## config.mk

```make
export PLATFORM = sky130hd
export DESIGN_NAME = epoch_seconds_to_calendar_unit_flat
export DESIGN_NICKNAME = d
export VERILOG_FILES = /design/src/esc_pkg.sv /design/src/esc_if.sv /design/src/epoch_seconds_to_calendar_unit.sv /design/src/esc_datapath.sv /design/src/esc_controller.sv /design/src/flat_wrapper.sv
export VERILOG_INCLUDE_DIRS = /design/src /design/src/src
export SDC_FILE = /design/constraint.sdc
export NUM_CORES = 1
export LEC_CHECK = 0
export ABC_AREA = 1
export BUFFER_PORTS_ARGS = -buffer_cell sky130_fd_sc_hd__buf_4
export CAP_MARGIN = 25
export CORE_UTILIZATION = 61
export CTS_CLUSTER_SIZE = 25
export DETAILED_ROUTE_END_ITERATION = 8
export HOLD_SLACK_MARGIN = 0.12
export MAX_ROUTING_LAYER = met4
export PLACE_DENSITY = 0.86
export SLEW_MARGIN = 20
export SYNTH_ARGS = -nofsm -noshare
export SYNTH_HDL_FRONTEND = slang
export SYNTH_SLANG_ARGS = --single-unit
export TNS_END_PERCENT = 5
```

## constraint.sdc

```tcl
create_clock -name clk -period 7.3 [get_ports clk]
set_input_delay 1.095 -clock clk [delete_from_list [all_inputs] [get_ports clk]]
set_output_delay 1.095 -clock clk [all_outputs]
set_load 0.005 [all_outputs]
```

## src/epoch_seconds_to_calendar_unit_macros.svh

```systemverilog
// Assertion macros shared by the epoch seconds to calendar unit.
`ifndef EPOCH_SECONDS_TO_CALENDAR_UNIT_MACROS_SVH
`define EPOCH_SECONDS_TO_CALENDAR_UNIT_MACROS_SVH

// The consequent must hold in the same cycle as the antecedent.
`define ESC_ASSERT_SAME(label, ante, cons, msg) \
    label: assert property (@(posedge clk) disable iff (!rst_n) (ante) |-> (cons)) \
        else $error(msg);

// The consequent must hold in the cycle after the antecedent.
`define ESC_ASSERT_NEXT(label, ante, cons, msg) \
    label: assert property (@(posedge clk) disable iff (!rst_n) (ante) |=> (cons)) \
        else $error(msg);

`endif

```

## src/esc_pkg.sv

```systemverilog
// Shared types, constants and functions of the epoch seconds to calendar unit.
package esc_pkg;

    localparam int EPOCH_W = 32;
    localparam int DAYS_W  = 16;

    localparam logic [11:0] EPOCH_YEAR      = 12'd1970;
    localparam logic [6:0]  C100_START      = 7'd70;
    localparam logic [8:0]  C400_START      = 9'd370;
    localparam logic [6:0]  CENTURY_LAST    = 7'd99;
    localparam logic [8:0]  QUAD_CENT_LAST  = 9'd399;
    localparam logic [8:0]  DAYS_YEAR       = 9'd365;
    localparam logic [8:0]  DAYS_LEAP_YEAR  = 9'd366;
    localparam logic [4:0]  FEB_DAYS        = 5'd28;
    localparam logic [4:0]  FEB_LEAP_DAYS   = 5'd29;
    localparam logic [3:0]  MONTH_FEB       = 4'd1;
    localparam logic [3:0]  MONTH_DEC       = 4'd11;
    localparam logic [11:0] YEAR_LAST       = 12'd2106;
    localparam logic [6:0]  DIVISOR_MIN_SEC = 7'd60;
    localparam logic [6:0]  DIVISOR_HOUR    = 7'd24;
    localparam logic [6:0]  DIVISOR_WEEK    = 7'd7;
    localparam logic [2:0]  WEEKDAY_OFFSET  = 3'd4;

    localparam int DIV_BITS_PER_CYCLE = 4;
    localparam int DIV_CYCLES         = EPOCH_W / DIV_BITS_PER_CYCLE;
    localparam int DIV_CNT_W          = $clog2(DIV_CYCLES);

    typedef enum logic [1:0] {
        PH_SEC,
        PH_MIN,
        PH_HOUR,
        PH_WDAY
    } div_phase_t;

    typedef struct packed {
        logic       load;
        logic       div_step;
        logic       div_save;
        div_phase_t phase;
        logic       year_step;
        logic       month_step;
        logic       capture;
    } cmd_t;

    typedef struct packed {
        logic year_fits;
        logic month_fits;
    } status_t;

    typedef struct packed {
        logic [11:0] year;
        logic [3:0]  month;
        logic [4:0]  day_of_month;
        logic [4:0]  hour;
        logic [5:0]  minute;
        logic [5:0]  second;
        logic [2:0]  weekday;
    } result_t;

    function automatic logic [4:0] month_len(input logic [3:0] m, input logic leap);
        logic [4:0] len;
        len = 5'd31;
        case (m)
            MONTH_FEB:                 len = leap ? FEB_LEAP_DAYS : FEB_DAYS;
            4'd3, 4'd5, 4'd8, 4'd10:   len = 5'd30;
            default:                   len = 5'd31;
        endcase
        return len;
    endfunction

endpackage

```

## src/esc_if.sv

```systemverilog
// Request and result channel interfaces of the epoch seconds to calendar unit.
interface esc_request_if;
    logic        valid;
    logic        ready;
    logic [31:0] epoch_seconds;

    modport source (output valid, output epoch_seconds, input ready);
    modport sink   (input valid, input epoch_seconds, output ready);
endinterface

interface esc_result_if;
    logic        valid;
    logic        ready;
    logic [11:0] year;
    logic [3:0]  month;
    logic [4:0]  day_of_month;
    logic [4:0]  hour;
    logic [5:0]  minute;
    logic [5:0]  second;
    logic [2:0]  weekday;

    modport source (output valid, output year, output month, output day_of_month,
                    output hour, output minute, output second, output weekday,
                    input ready);
    modport sink   (input valid, input year, input month, input day_of_month,
                    input hour, input minute, input second, input weekday,
                    output ready);
endinterface

```

## src/epoch_seconds_to_calendar_unit.sv

```systemverilog
// Top level of the epoch seconds to calendar unit.
// Converts an unsigned 32-bit count of seconds since 1970-01-01 00:00:00 into year,
// month, day of month, hour, minute, second and weekday (Sunday is 0). One request is
// handled at a time: the request port is ready only while the unit is idle. A request
// is loaded, then runs four divisions in a shared constant divider at 4 quotient bits
// per cycle, each followed by a save step, then steps the year from 1970 until the
// remaining days fit in it, then steps the month likewise, and last moves the result
// into the output register, the year walk dominating the run time. The output
// register lets a new request be accepted while the previous result still waits to
// be taken.
module epoch_seconds_to_calendar_unit (
    input logic          clk,
    input logic          rst_n,
    esc_request_if.sink  request,
    esc_result_if.source result
);

    esc_pkg::cmd_t    cmd;
    esc_pkg::status_t status;
    esc_pkg::result_t res;

    esc_controller u_ctrl (
        .clk       (clk),
        .rst_n     (rst_n),
        .in_valid  (request.valid),
        .in_ready  (request.ready),
        .out_valid (result.valid),
        .out_ready (result.ready),
        .status    (status),
        .cmd       (cmd)
    );

    esc_datapath u_dp (
        .clk           (clk),
        .rst_n         (rst_n),
        .epoch_seconds (request.epoch_seconds),
        .cmd           (cmd),
        .status        (status),
        .res           (res)
    );

    assign result.year         = res.year;
    assign result.month        = res.month;
    assign result.day_of_month = res.day_of_month;
    assign result.hour         = res.hour;
    assign result.minute       = res.minute;
    assign result.second       = res.second;
    assign result.weekday      = res.weekday;

endmodule

```

## src/esc_datapath.sv

```systemverilog
// Datapath: constant divider, year and month stepping, and result register.
`include "epoch_seconds_to_calendar_unit_macros.svh"

module esc_datapath (
    input  logic                      clk,
    input  logic                      rst_n,
    input  logic [31:0]               epoch_seconds,
    input  esc_pkg::cmd_t             cmd,
    output esc_pkg::status_t          status,
    output esc_pkg::result_t          res
);

    logic [31:0] q_reg;
    logic [5:0]  rem_reg;
    logic [15:0] days_reg;
    logic [11:0] year_reg;
    logic [6:0]  c100_reg;
    logic [8:0]  c400_reg;
    logic [3:0]  month_reg;
    logic [5:0]  sec_reg;
    logic [5:0]  min_reg;
    logic [4:0]  hr_reg;
    logic [2:0]  wd_reg;
    esc_pkg::result_t res_reg;

    logic [6:0]  divisor;
    logic [31:0] div_q;
    logic [5:0]  div_r;
    logic [6:0]  div_t;
    logic        leap;
    logic [8:0]  ylen;
    logic [4:0]  mlen;

    always_comb
    begin
        unique case (cmd.phase)
            esc_pkg::PH_SEC:  divisor = esc_pkg::DIVISOR_MIN_SEC;
            esc_pkg::PH_MIN:  divisor = esc_pkg::DIVISOR_MIN_SEC;
            esc_pkg::PH_HOUR: divisor = esc_pkg::DIVISOR_HOUR;
            default:          divisor = esc_pkg::DIVISOR_WEEK;
        endcase
    end

    // Restoring division, several quotient bits per cycle.
    always_comb
    begin
        div_q = q_reg;
        div_r = rem_reg;
        div_t = '0;
        for (int i = 0; i < esc_pkg::DIV_BITS_PER_CYCLE; i++)
        begin
            div_t = {div_r, div_q[31]};
            if (div_t >= divisor)
            begin
                div_t = div_t - divisor;
                div_q = {div_q[30:0], 1'b1};
            end
            else
            begin
                div_q = {div_q[30:0], 1'b0};
            end
            div_r = div_t[5:0];
        end
    end

    assign leap   = (year_reg[1:0] == 2'd0) && ((c100_reg != 7'd0) || (c400_reg == 9'd0));
    assign ylen   = leap ? esc_pkg::DAYS_LEAP_YEAR : esc_pkg::DAYS_YEAR;
    assign mlen   = esc_pkg::month_len(month_reg, leap);

    assign status.year_fits  = days_reg < {7'd0, ylen};
    assign status.month_fits = days_reg < {11'd0, mlen};

    always_ff @(posedge clk)
    begin
        if (cmd.load)
        begin
            q_reg     <= epoch_seconds;
            rem_reg   <= '0;
            year_reg  <= esc_pkg::EPOCH_YEAR;
            c100_reg  <= esc_pkg::C100_START;
            c400_reg  <= esc_pkg::C400_START;
            month_reg <= '0;
        end
        if (cmd.div_step)
        begin
            q_reg   <= div_q;
            rem_reg <= div_r;
        end
        if (cmd.div_save)
        begin
            rem_reg <= '0;
            unique case (cmd.phase)
                esc_pkg::PH_SEC:  sec_reg <= rem_reg;
                esc_pkg::PH_MIN:  min_reg <= rem_reg;
                esc_pkg::PH_HOUR:
                begin
                    hr_reg   <= rem_reg[4:0];
                    days_reg <= q_reg[15:0];
                    q_reg    <= 32'(q_reg[15:0]) + 32'(esc_pkg::WEEKDAY_OFFSET);
                end
                default:          wd_reg <= rem_reg[2:0];
            endcase
        end
        if (cmd.year_step)
        begin
            days_reg <= days_reg - {7'd0, ylen};
            year_reg <= year_reg + 12'd1;
            c100_reg <= (c100_reg == esc_pkg::CENTURY_LAST) ? 7'd0 : c100_reg + 7'd1;
            c400_reg <= (c400_reg == esc_pkg::QUAD_CENT_LAST) ? 9'd0 : c400_reg + 9'd1;
        end
        if (cmd.month_step)
        begin
            days_reg  <= days_reg - {11'd0, mlen};
            month_reg <= month_reg + 4'd1;
        end
        if (cmd.capture)
        begin
            res_reg.year         <= year_reg;
            res_reg.month        <= month_reg + 4'd1;
            res_reg.day_of_month <= days_reg[4:0] + 5'd1;
            res_reg.hour         <= hr_reg;
            res_reg.minute       <= min_reg;
            res_reg.second       <= sec_reg;
            res_reg.weekday      <= wd_reg;
        end
    end

    assign res = res_reg;

    `ESC_ASSERT_SAME(a_month_in_range, cmd.month_step, month_reg < esc_pkg::MONTH_DEC,
        "month stepping ran past December")
    `ESC_ASSERT_SAME(a_year_in_range, cmd.year_step, year_reg < esc_pkg::YEAR_LAST,
        "year stepping ran past the last representable year")
    `ESC_ASSERT_SAME(a_capture_fits, cmd.capture, status.month_fits,
        "result captured before the day fit in its month")

endmodule

```

## src/esc_controller.sv

```systemverilog
// Controller: sequences division, year and month steps and holds result valid.
`include "epoch_seconds_to_calendar_unit_macros.svh"

module esc_controller (
    input  logic                clk,
    input  logic                rst_n,
    input  logic                in_valid,
    output logic                in_ready,
    output logic                out_valid,
    input  logic                out_ready,
    input  esc_pkg::status_t    status,
    output esc_pkg::cmd_t       cmd
);

    typedef enum logic [2:0] {
        S_IDLE,
        S_DIV,
        S_SAVE,
        S_YEAR,
        S_MONTH,
        S_FINISH
    } state_t;

    state_t                          state_reg, state_next;
    esc_pkg::div_phase_t             phase_reg, phase_next;
    logic [esc_pkg::DIV_CNT_W-1:0]   cnt_reg, cnt_next;
    logic                            out_valid_reg, out_valid_next;

    assign in_ready  = (state_reg == S_IDLE);
    assign out_valid = out_valid_reg;

    always_comb
    begin
        state_next     = state_reg;
        phase_next     = phase_reg;
        cnt_next       = cnt_reg;
        cmd            = '0;
        cmd.phase      = phase_reg;
        unique case (state_reg)
            S_IDLE:
            begin
                if (in_valid)
                begin
                    cmd.load   = 1'b1;
                    phase_next = esc_pkg::PH_SEC;
                    cnt_next   = '0;
                    state_next = S_DIV;
                end
            end
            S_DIV:
            begin
                cmd.div_step = 1'b1;
                cnt_next     = cnt_reg + esc_pkg::DIV_CNT_W'(1);
                if (cnt_reg == esc_pkg::DIV_CNT_W'(esc_pkg::DIV_CYCLES - 1))
                begin
                    state_next = S_SAVE;
                end
            end
            S_SAVE:
            begin
                cmd.div_save = 1'b1;
                cnt_next     = '0;
                unique case (phase_reg)
                    esc_pkg::PH_SEC:  phase_next = esc_pkg::PH_MIN;
                    esc_pkg::PH_MIN:  phase_next = esc_pkg::PH_HOUR;
                    esc_pkg::PH_HOUR: phase_next = esc_pkg::PH_WDAY;
                    default:          phase_next = esc_pkg::PH_WDAY;
                endcase
                state_next = (phase_reg == esc_pkg::PH_WDAY) ? S_YEAR : S_DIV;
            end
            S_YEAR:
            begin
                if (status.year_fits)
                begin
                    state_next = S_MONTH;
                end
                else
                begin
                    cmd.year_step = 1'b1;
                end
            end
            S_MONTH:
            begin
                if (status.month_fits)
                begin
                    state_next = S_FINISH;
                end
                else
                begin
                    cmd.month_step = 1'b1;
                end
            end
            S_FINISH:
            begin
                if (!out_valid_reg || out_ready)
                begin
                    cmd.capture = 1'b1;
                    state_next  = S_IDLE;
                end
            end
            default:
            begin
                state_next = S_IDLE;
            end
        endcase

        if (cmd.capture)
        begin
            out_valid_next = 1'b1;
        end
        else if (out_ready)
        begin
            out_valid_next = 1'b0;
        end
        else
        begin
            out_valid_next = out_valid_reg;
        end
    end

    always_ff @(posedge clk or negedge rst_n)
    begin
        if (!rst_n)
        begin
            state_reg     <= S_IDLE;
            phase_reg     <= esc_pkg::PH_SEC;
            cnt_reg       <= '0;
            out_valid_reg <= 1'b0;
        end
        else
        begin
            state_reg     <= state_next;
            phase_reg     <= phase_next;
            cnt_reg       <= cnt_next;
            out_valid_reg <= out_valid_next;
        end
    end

    `ESC_ASSERT_SAME(a_capture_slot_free, cmd.capture, !out_valid_reg || out_ready,
        "result register overwritten while a result was still waiting")
    `ESC_ASSERT_NEXT(a_busy_after_accept, in_valid && in_ready, !in_ready,
        "controller did not start work on an accepted request")
    `ESC_ASSERT_NEXT(a_capture_sets_valid, cmd.capture, out_valid_reg,
        "captured result not presented as valid")

endmodule

```

## src/flat_wrapper.sv

```systemverilog
// flat-port wrapper written by rule: the top's interface ports become plain ports
module epoch_seconds_to_calendar_unit_flat 
  (clk, rst_n, request_valid, request_epoch_seconds, request_ready, result_valid, result_year, result_month, result_day_of_month, result_hour, result_minute, result_second, result_weekday, result_ready);
  esc_request_if request_i ();
  esc_result_if result_i ();
  input logic clk;
  input logic rst_n;
  input wire logic [$bits(request_i.valid)-1:0] request_valid;
  input wire logic [$bits(request_i.epoch_seconds)-1:0] request_epoch_seconds;
  output wire logic [$bits(request_i.ready)-1:0] request_ready;
  output wire logic [$bits(result_i.valid)-1:0] result_valid;
  output wire logic [$bits(result_i.year)-1:0] result_year;
  output wire logic [$bits(result_i.month)-1:0] result_month;
  output wire logic [$bits(result_i.day_of_month)-1:0] result_day_of_month;
  output wire logic [$bits(result_i.hour)-1:0] result_hour;
  output wire logic [$bits(result_i.minute)-1:0] result_minute;
  output wire logic [$bits(result_i.second)-1:0] result_second;
  output wire logic [$bits(result_i.weekday)-1:0] result_weekday;
  input wire logic [$bits(result_i.ready)-1:0] result_ready;
  assign request_i.valid = request_valid;
  assign request_i.epoch_seconds = request_epoch_seconds;
  assign request_ready = request_i.ready;
  assign result_valid = result_i.valid;
  assign result_year = result_i.year;
  assign result_month = result_i.month;
  assign result_day_of_month = result_i.day_of_month;
  assign result_hour = result_i.hour;
  assign result_minute = result_i.minute;
  assign result_second = result_i.second;
  assign result_weekday = result_i.weekday;
  assign result_i.ready = result_ready;
  epoch_seconds_to_calendar_unit u_core (.clk(clk), .rst_n(rst_n), .request(request_i), .result(result_i));
endmodule
```

=== Yosys cells after proc, flatten, opt, wreduce, memory -nomap -nowiden ===
Index checks and enable logic that the tools add are counted.

* Latch bits: 0
* Logic and storage cells: 147
* Memories kept: 0
* Bits in writable memories: 0
* Memory bits (read-only): 0
* Register bits: 156

* Multiply operators: 0
* Shifts and indexed selects: 0
* Multiplexer cells: 56
* Equal/unequal tests: 21
* Add/subtract/negate cells: 13
* Div/mod/pow operators: 0
* Reductions and logical operators: 28
* Bitwise logic cells: 1
* $lt $le $gt $ge: 6

{| class="wikitable"
|+ Operator list
! cell !! count
|-
| two-way mux 32 bit || 4
|-
| two-way mux 16 bit || 4
|-
| two-way mux 6 bit || 6
|-
| greater-or-equal comparator 7 x 6 -> 1 bit || 4
|-
| two-way mux 9 bit || 3
|-
| two-way mux 12 bit || 2
|-
| subtractor 6 bit || 4
|-
| two-way mux 7 bit || 3
|-
| two-way mux 3 bit || 6
|-
| case mux 3 bit (6 select lines) || 1
|-
| adder 16 x 3 -> 17 bit (second input constant) || 1
|-
| two-way mux 1 bit || 17
|-
| less-than comparator 16 x 5 -> 1 bit || 1
|-
| less-than comparator 16 x 9 -> 1 bit || 1
|-
| subtractor 16 x 5 -> 16 bit || 1
|-
| subtractor 16 x 9 -> 16 bit || 1
|-
| AND reduction 2 bit || 7
|-
| adder 12 x 1 -> 12 bit (second input constant) || 1
|-
| case mux 2 bit (2 select lines) || 3
|-
| case mux 6 bit (2 select lines) || 1
|-
| nonzero test 2 bit || 5
|-
| adder 9 x 1 -> 9 bit (second input constant) || 1
|-
| equality test 3 bit (second input constant) || 3
|-
| equality test 9 bit (second input constant) || 1
|-
| 31 further kinds || 44
|}

=== Depth between registers and ports, before layout ===
Gate-level depths: netlist of run 1.

* Depth after elaboration: 14
* Mapped depth: 45
* Gate-level depth less buffers: 42

=== Hierarchy ===
Synthesis of run 1 repeated with hierarchy kept, for this count alone.

* Cells, all modules: 1047
* Area total of the unflattened synthesis: 8981.1 µm²

{| class="wikitable"
|+ By module, submodules not included
! module !! instances !! cells each !! area an instance (µm²)
|-
| esc_datapath || 1 || 974 || 8441.8
|-
| esc_controller || 1 || 73 || 539.3
|}

=== Worst setup path after synthesis of run 1 ===
Ideal clock, no wire load.

* Path kind: flip-flop to flip-flop
* Start point: reg u_core.u_ctrl.phase_reg[0]
* End point: reg u_core.u_dp.q_reg[0], data pin
* Cell stages (with the launch flop): 34
* Slack: 1.501 ns
* Clock period less this slack: 5.799 ns
* Arrival time: 5.548 ns
* Required time: 7.049 ns
* Path through: dfrtp_1 buf_6 nand2_4 inv_2 fa_1 or2_2 o22ai_1 xor2_1 nand2_1 o21ai_0 inv_1 ha_1 inv_1 nor4_1 a21oi_4 nand2_4 inv_4 o21ai_0 ha_1 inv_1 nor2_1 nor2_1 nand3_1 nor2_4 nand2_8 o21ai_0 inv_1 ha_1 a21oi_1 o211ai_4 nor2_4 nand3_1 nand3_1 inv_1

* Longest elaborated chain between the ends: 14
* Elaborated cells between the ends (all ways): 19

{| class="wikitable"
|+ Ends and longest elaborated chain
! what !! line !! text
|-
| start: declaration || esc_controller.sv:25 || <nowiki>esc_pkg::div_phase_t phase_reg, phase_next;</nowiki>
|-
| start signal: assignment || esc_controller.sv:126 || <nowiki>phase_reg <= esc_pkg::PH_SEC;</nowiki>
|-
| start signal: assignment || esc_controller.sv:133 || <nowiki>phase_reg <= phase_next;</nowiki>
|-
| equality test 2 x 1 -> 1 bit / zero test 2 bit (equally long branches) || esc_datapath.sv:36 || <nowiki>unique case (cmd.phase)</nowiki>
|-
| OR reduction 2 bit (no source line) || - ||
|-
| case mux 6 bit (2 select lines) || esc_datapath.sv:36 ||
|-
| subtractor 6 bit / greater-or-equal comparator 7 x 6 -> 1 bit (equally long branches) || esc_datapath.sv:55, esc_datapath.sv:53 ||
|-
| two-way mux 6 bit || esc_datapath.sv:53 || <nowiki>if (div_t >= divisor)</nowiki>
|-
| subtractor 6 bit / greater-or-equal comparator 7 x 6 -> 1 bit (equally long branches) || esc_datapath.sv:55, esc_datapath.sv:53 ||
|-
| two-way mux 6 bit || esc_datapath.sv:53 ||
|-
| subtractor 6 bit / greater-or-equal comparator 7 x 6 -> 1 bit (equally long branches) || esc_datapath.sv:55, esc_datapath.sv:53 ||
|-
| two-way mux 6 bit || esc_datapath.sv:53 ||
|-
| greater-or-equal comparator 7 x 6 -> 1 bit || esc_datapath.sv:53 ||
|-
| two-way mux 1 bit || esc_datapath.sv:53 ||
|-
| two-way mux 32 bit || esc_datapath.sv:84 || <nowiki>if (cmd.div_step)</nowiki>
|-
| two-way mux 32 bit || esc_datapath.sv:92 || <nowiki>unique case (cmd.phase)</nowiki>
|-
| two-way mux 32 bit (*) || esc_datapath.sv:89 || <nowiki>if (cmd.div_save)</nowiki>
|-
| end signal: assignment || esc_datapath.sv:77 || <nowiki>q_reg <= epoch_seconds;</nowiki>
|-
| end signal: assignment || esc_datapath.sv:86 || <nowiki>q_reg <= div_q;</nowiki>
|-
| end signal: assignment || esc_datapath.sv:99 || <nowiki>q_reg <= 32'(q_reg[15:0]) + 32'(esc_pkg::WEEKDAY_OFFSET);</nowiki>
|-
| end: declaration || esc_datapath.sv:13 || <nowiki>logic [31:0] q_reg;</nowiki>
|}

Every way passes the cells marked *; elsewhere a longest branch is shown, timed or not.
A chain may end at the register's enable or synchronous reset.

=== Worst setup path in the final report of run 1 ===
Ends and elaborated chain as after synthesis.

==> impl_metrics.yaml, run 1 <==
grt:
  grt_pass1_wl_mm: 34.58
  first_global_vias: 7237
  antenna_found_initial: 0
  top_usage_layer: "met2"
  grt.total_usage: 0.2844
  overflow: 0
  grt_max_degree: 41
  grt_use_met1: 0.3656
  met2_usage: 0.4413
  grtUsageMet3: 0.06357
logic_synthesis:
  yosys.area.top_type: "edfxtp_1"
  postSynthAreaPerCell_um2: 8.511
  synth_flop_cell: "edfxtp_1"
  synth_cells: 1073
  synth_edf_count: 111
  syn_nets: 1150
  synth-seq-area-share: 0.4686
  synth_top_cells_by_count: "nand2_1 (192), inv_1 (145), edfxtp_1 (111), nor2_1 (100), nand3_1 (77)"
  syn-cell-area_mm2: 0.009133
  synth_area_leaders: "edfxtp_1 (36%), dfxtp_1 (7.9%), nand2_1 (7.9%)"
  synth_top_area_frac: 0.3650
  yosysWarnings: 0
  post-synth-top-count-cell: "nand2_1"
  ys_types: 47
  yosys_register_bits: 156
  synth-async-reset-ratio: 0.05769
placed_design:
  dp_hpwl_mm: 14.51
  port_buffers: 78
  place_inst: 1313
  finalWeightedCongestion: 0.8865
worst_setup_path:
  required_ps: 7490
  endpoint_kind: "flip-flop"
  cp_max_fo: 19
  crit_type: "reg -> reg"
  crit_arrival_ps: 6810
  slowest_stage: "dfrtp_1"
  start_kind: "flip-flop"
  r2r_cells: 32
  slowest_delay_ps: 500
  crit_top_cell: "inv_1"
cts:
  clock-root-buffer: "clkbuf_16"
  clk_pin_slew_ps: 70
  hold_buffers: 0
  cts_buffer_depth: 2
  cts_tree: "built"
  cts.sinks: 156
  postCtsSetupBuffers: 0
  cts_resized: 0
  clk_latency_ps: 430
  h-tree-depth: 4
  numCtsBuffers: 17
cells_and_area:
  layout-drive-gt1-share: 0.1550
  largest_reg_flops: 41
  finalNetCount: 1225
  diodes: 0
  area_delta_synth_final_pct: 15.07
  fill_cells: 1045
  fin_cells: 1345
floorplanning:
  ioPinCount: 79
  core_area_mm2: 0.01459
  start_util: 0.6260
  num_rows: 44
  die_y_um: 124.4
  die_w_um: 124.4
  die-area_mm2: 0.01546
sta:
  finalSetupTns_ps: 0
  timing.fmax_ghz: 0.1510
  maxSlewHeadroom: 0.3426
  worst_pin_slew_ps: 985.1
  final-hold-violation-count: 0
  fin_crit_sh: 0.9074
  rsz0062_at_grt: "no"
  skew_ps: 6.981
  maxSlewViolCount: 0
  layout_min_cycle_time_ps: 6624
  setup_viol: 0
routing:
  wl_mm: 20.75
  drc_errors: 0
  drtPass1Iterations: 6
  vias: 7641
  postRouteAntennaNets: 0
  routedWlPerCell_um: 15.43
  viasPerCell: 5.681
  drtIter0Drc: 759
status:
  status: "complete, no violations"
min_path:
  hold_class: "reg -> reg"
  hold_depth: 0
flow_run:
  drv_cap: 0
## cells by family (layout without fill, tap and decap cells)
group           count (synthesis)  in the layout  share of synthesized area
compound gates                191            191                     0.1222
xor+xnor                       39             39                    0.03740
fa+ha+maj                      41             41                    0.05864
buf+inv                       186            274                    0.07960
flops                         156            156                     0.4686
simple gates                  460            460                     0.2336
## cell type report
class / instances / area, um2 / area share
Clock buffer: 17 / 425.4 / 0.04048
Clock inverter: 15 / 173.9 / 0.01655
Inverter: 156 / 590.6 / 0.05620
Multi-Input combinational cell: 731 / 4144 / 0.3943
Sequential cell: 156 / 4279 / 0.4072
Tap cell: 184 / 230.2 / 0.02191
Timing Repair Buffer: 86 / 665.6 / 0.06334
## per-stage QoR
stage | cell area [um2] | utilization | setup WS, ps | hold WS (ps)
final | 10510 | 0.7203 | 676.3 | 418.0
after floorplan | 9133 | - | 1501 | 400.3
after CTS | 10510 | 0.7203 | 768.2 | 420.4
after global placement | 9879 | 0.6772 | 1007 | 401.3
after global routing | 10510 | 0.7203 | 270.3 | 430.8
after detailed placement | 9910 | 0.6792 | 790.7 | 404.5
## path summary, 6_finish.rpt
path | from | to | slack, ps
worst max-delay path | u_core.u_ctrl.phase_reg[0] | u_core.u_dp.q_reg[0] | 680
worst min register to register | u_core.u_dp.wd_reg[2] | u_core.u_dp.res[2] | 420
max in group asynchronous | rst_n | u_core.u_ctrl.state_reg[0] | 6660
min in group asynchronous | rst_n | u_core.u_ctrl.state_reg[2] | 490
worst min-delay path | u_core.u_dp.wd_reg[2] | u_core.u_dp.res[2] | 420
worst max register to register | u_core.u_ctrl.phase_reg[0] | u_core.u_dp.q_reg[0] | 680
## cell usage in the layout (no fill, tap or decap), types with 4 or more instances in the layout
master	instances
clkinv_1	5
inv_6	5
inv_1	145
clkbuf_16	17
edfxtp_1	111
nand2_2	18
nor2_4	5
o211ai_1	28
a21oi_1	57
dfrtp_1	9
inv_2	4
nand3_1	77
dfxtp_1	36
nor2_1	98
nand4_1	8
nand2_1	191
xor2_1	28
xnor2_1	11
ha_1	38
o21ai_0	75
nor2_2	9
or2_2	4
buf_4	85
a31oi_1	7
a211oi_1	4
o22ai_1	6
inv_8	4
nand2_4	8
nor3_1	22
nor3b_1	5
nand3_2	8
## worst max-delay path, delay by kind of cell, from the launching register on
kind	cells	cell delay, ps
xor gates and xnor gates	1	170
AOI/OAI and AO/OA	7	1380
and+or+nand+nor	13	2170
adders and majority gates	4	1460
DFF	1	500
buffers and inverters	7	660
## per-layer routing
metal,vias to the layer above,wire length [um]
li1,3769,-
met4,0,521
met3,44,1697
met1,3489,8821
met5,-,0
met2,339,9710
Power of run 1 is not shown: default switching activity piles up to over one toggle a cycle in this logic, so the estimate is an artifact.
==> inputs of run 2 (changes only) <==
CORE_UTILIZATION = 55   (was 61)
PLACE_DENSITY = 0.82   (was 0.86)
clock period = 5.7 ns   (was 7.3 ns; I/O delays follow)
==> run 2 against run 1 <==
Compared with the run above:
- utilization decreased by 3.8 points
- critical endpoint unchanged
- global-route usage down 2.3 points
- via count increased by 2.0%
==> impl_metrics.yaml, run 2 (same netlist as run 1, synthesis figures left out) <==
cts:
  clk_latency_ps: 430
  clk_pin_slew_ps: 60
  cts.sinks: 156
  cts_buffer_depth: 2
  clock-root-buffer: "clkbuf_16"
  cts_tree: "built"
  h-tree-depth: 4
  numCtsBuffers: 17
  hold_buffers: 0
floorplanning:
  start_util: 0.5687
  die_w_um: 130.9
  die-area_mm2: 0.01712
  core_area_mm2: 0.01606
  ioPinCount: 79
  die_y_um: 130.9
  num_rows: 46
sta:
  maxSlewHeadroom: 0.3220
  setup_ws_ps: 166.7
  timing.fmax_ghz: 0.1807
  final-hold-violation-count: 0
  worst_pin_slew_ps: 1016
  maxSlewViolCount: 0
  fin_crit_sh: 0.9708
  setup_viol: 0
  skew_ps: 10.53
  layout_min_cycle_time_ps: 5533
min_path:
  hold_class: "in -> async"
grt:
  antenna_found_initial: 0
  grt_max_degree: 42
  overflow: 0
  grt_pass1_wl_mm: 33.69
  grt.total_usage: 0.2618
  first_global_vias: 7066
placed_design:
  finalWeightedCongestion: 0.9294
  port_buffers: 78
  dp_hpwl_mm: 14.70
  dp_worst_setup_slack_ps: -102.6
worst_setup_path:
  crit_type: "reg -> reg"
  slowest_stage: "dfrtp_1"
  r2r_cells: 36
  crit_arrival_ps: 5710
  slowest_delay_ps: 420
  rrSetupSlack_ps: 170
  worstReg2RegEnd: "u_core.u_dp.q_reg[0]"
  start_kind: "flip-flop"
  rr_startpoint: "u_core.u_ctrl.phase_reg[1]"
  required_ps: 5880
  cp_max_fo: 10
  cp-startpoint: "u_core.u_ctrl.phase_reg[1]"
  endpoint_kind: "flip-flop"
routing:
  vias: 7797
  wl_mm: 21.27
  routedWlPerCell_um: 15.06
  drtIter0Drc: 743
  drc_errors: 0
  drtPass1Iterations: 5
  postRouteAntennaNets: 0
  viasPerCell: 5.522
flow_run:
  drv_cap: 0
cells_and_area:
  layout-drive-gt1-share: 0.1990
  finalNetCount: 1261
  fill_cells: 1174
  largest_reg_flops: 41
  mostFrequentLayoutCell: "nand2_1"
  diodes: 0
  final_cell_mix: "nand2_1 (190), inv_1 (142), buf_4 (120)"
  area_delta_synth_final_pct: 20.06
status:
  status: "complete, no violations"
[run 2: changes by cell type in the layout (fill, tap and decap cells not counted), sizes merged]
cell | previous run | this run
clkbuf | 17 | 18
inv | 160 | 152
clkinvlp | 3 | 4
bufinv | 1 | 2
clkinv | 7 | 11
buf | 86 | 122
[run 2: worst max path at each step]
stage,end,slack [ps]
global route,u_core.u_dp.rem_reg[4],-140
CTS,u_core.u_dp.q_reg[0],2
global placement,u_core.u_dp.q_reg[0],60
floorplan,u_core.u_dp.q_reg[0],10
finish,u_core.u_dp.q_reg[0],170
detailed placement,u_core.u_dp.q_reg[0],-100
[run 2: metrics by stage]
| step | cell area [um2] | cells | util | setup TNS (ps) | hold WS, ps |
|---|---|---|---|---|---|
| 4_1_cts | 10720 | 1403 | 0.6674 | 0 | 244.2 |
| 3_5_place_dp | 10110 | 1369 | 0.6298 | -268.7 | 404.5 |
| 5_1_grt | 10960 | 1412 | 0.6828 | -795.9 | 242.6 |
| 2_1_floorplan | 9139 | 1073 | - | 0 | 400.3 |
| 3_3_place_gp | 10110 | 1369 | 0.6298 | 0 | 401.6 |
| 6_report | 10960 | 1412 | 0.6828 | 0 | 243.8 |
[run 2: timing repair]
action | in CTS | in global routing
setup endpoints to repair | 7 | 7
resized for setup | 5 | 33
buffers inserted | 3 | 7
pin swaps | 3 | 16
[run 2: layer usage]
| layer | track usage | vias up | wire length (um) |
|---|---|---|---|
| li1 | - | 3848 | - |
| met1 | 0.3338 | 3592 | 9317 |
| met2 | 0.4236 | 316 | 10110 |
| met3 | 0.04682 | 41 | 1372 |
| met4 | 0.08384 | 0 | 469 |
| met5 | - | - | 0 |
[run 2: worst max-delay path, delay by kind of cell, from the launching register on]
kind                     cells  cell delay (ps)
flip-flops                   1              420
AND/OR/NAND/NOR             17             2050
adder cells (fa/ha/maj)      4             1070
buffers and inverters        7              570
AO/OA/AOI/OAI                7              990
XOR/XNOR                     1              160
[run 2: cell type report]
class                           count  area, um2  area share
Timing Repair Buffer              122      943.4     0.08604
Tap cell                          216      270.3     0.02465
Inverter                          156      593.1     0.05409
Clock buffer                       18      429.2     0.03914
Clock inverter                     13      125.1     0.01141
Multi-Input combinational cell    731       4324      0.3944
Sequential cell                   156       4279      0.3903
Power of run 2 is left out for the same reason.
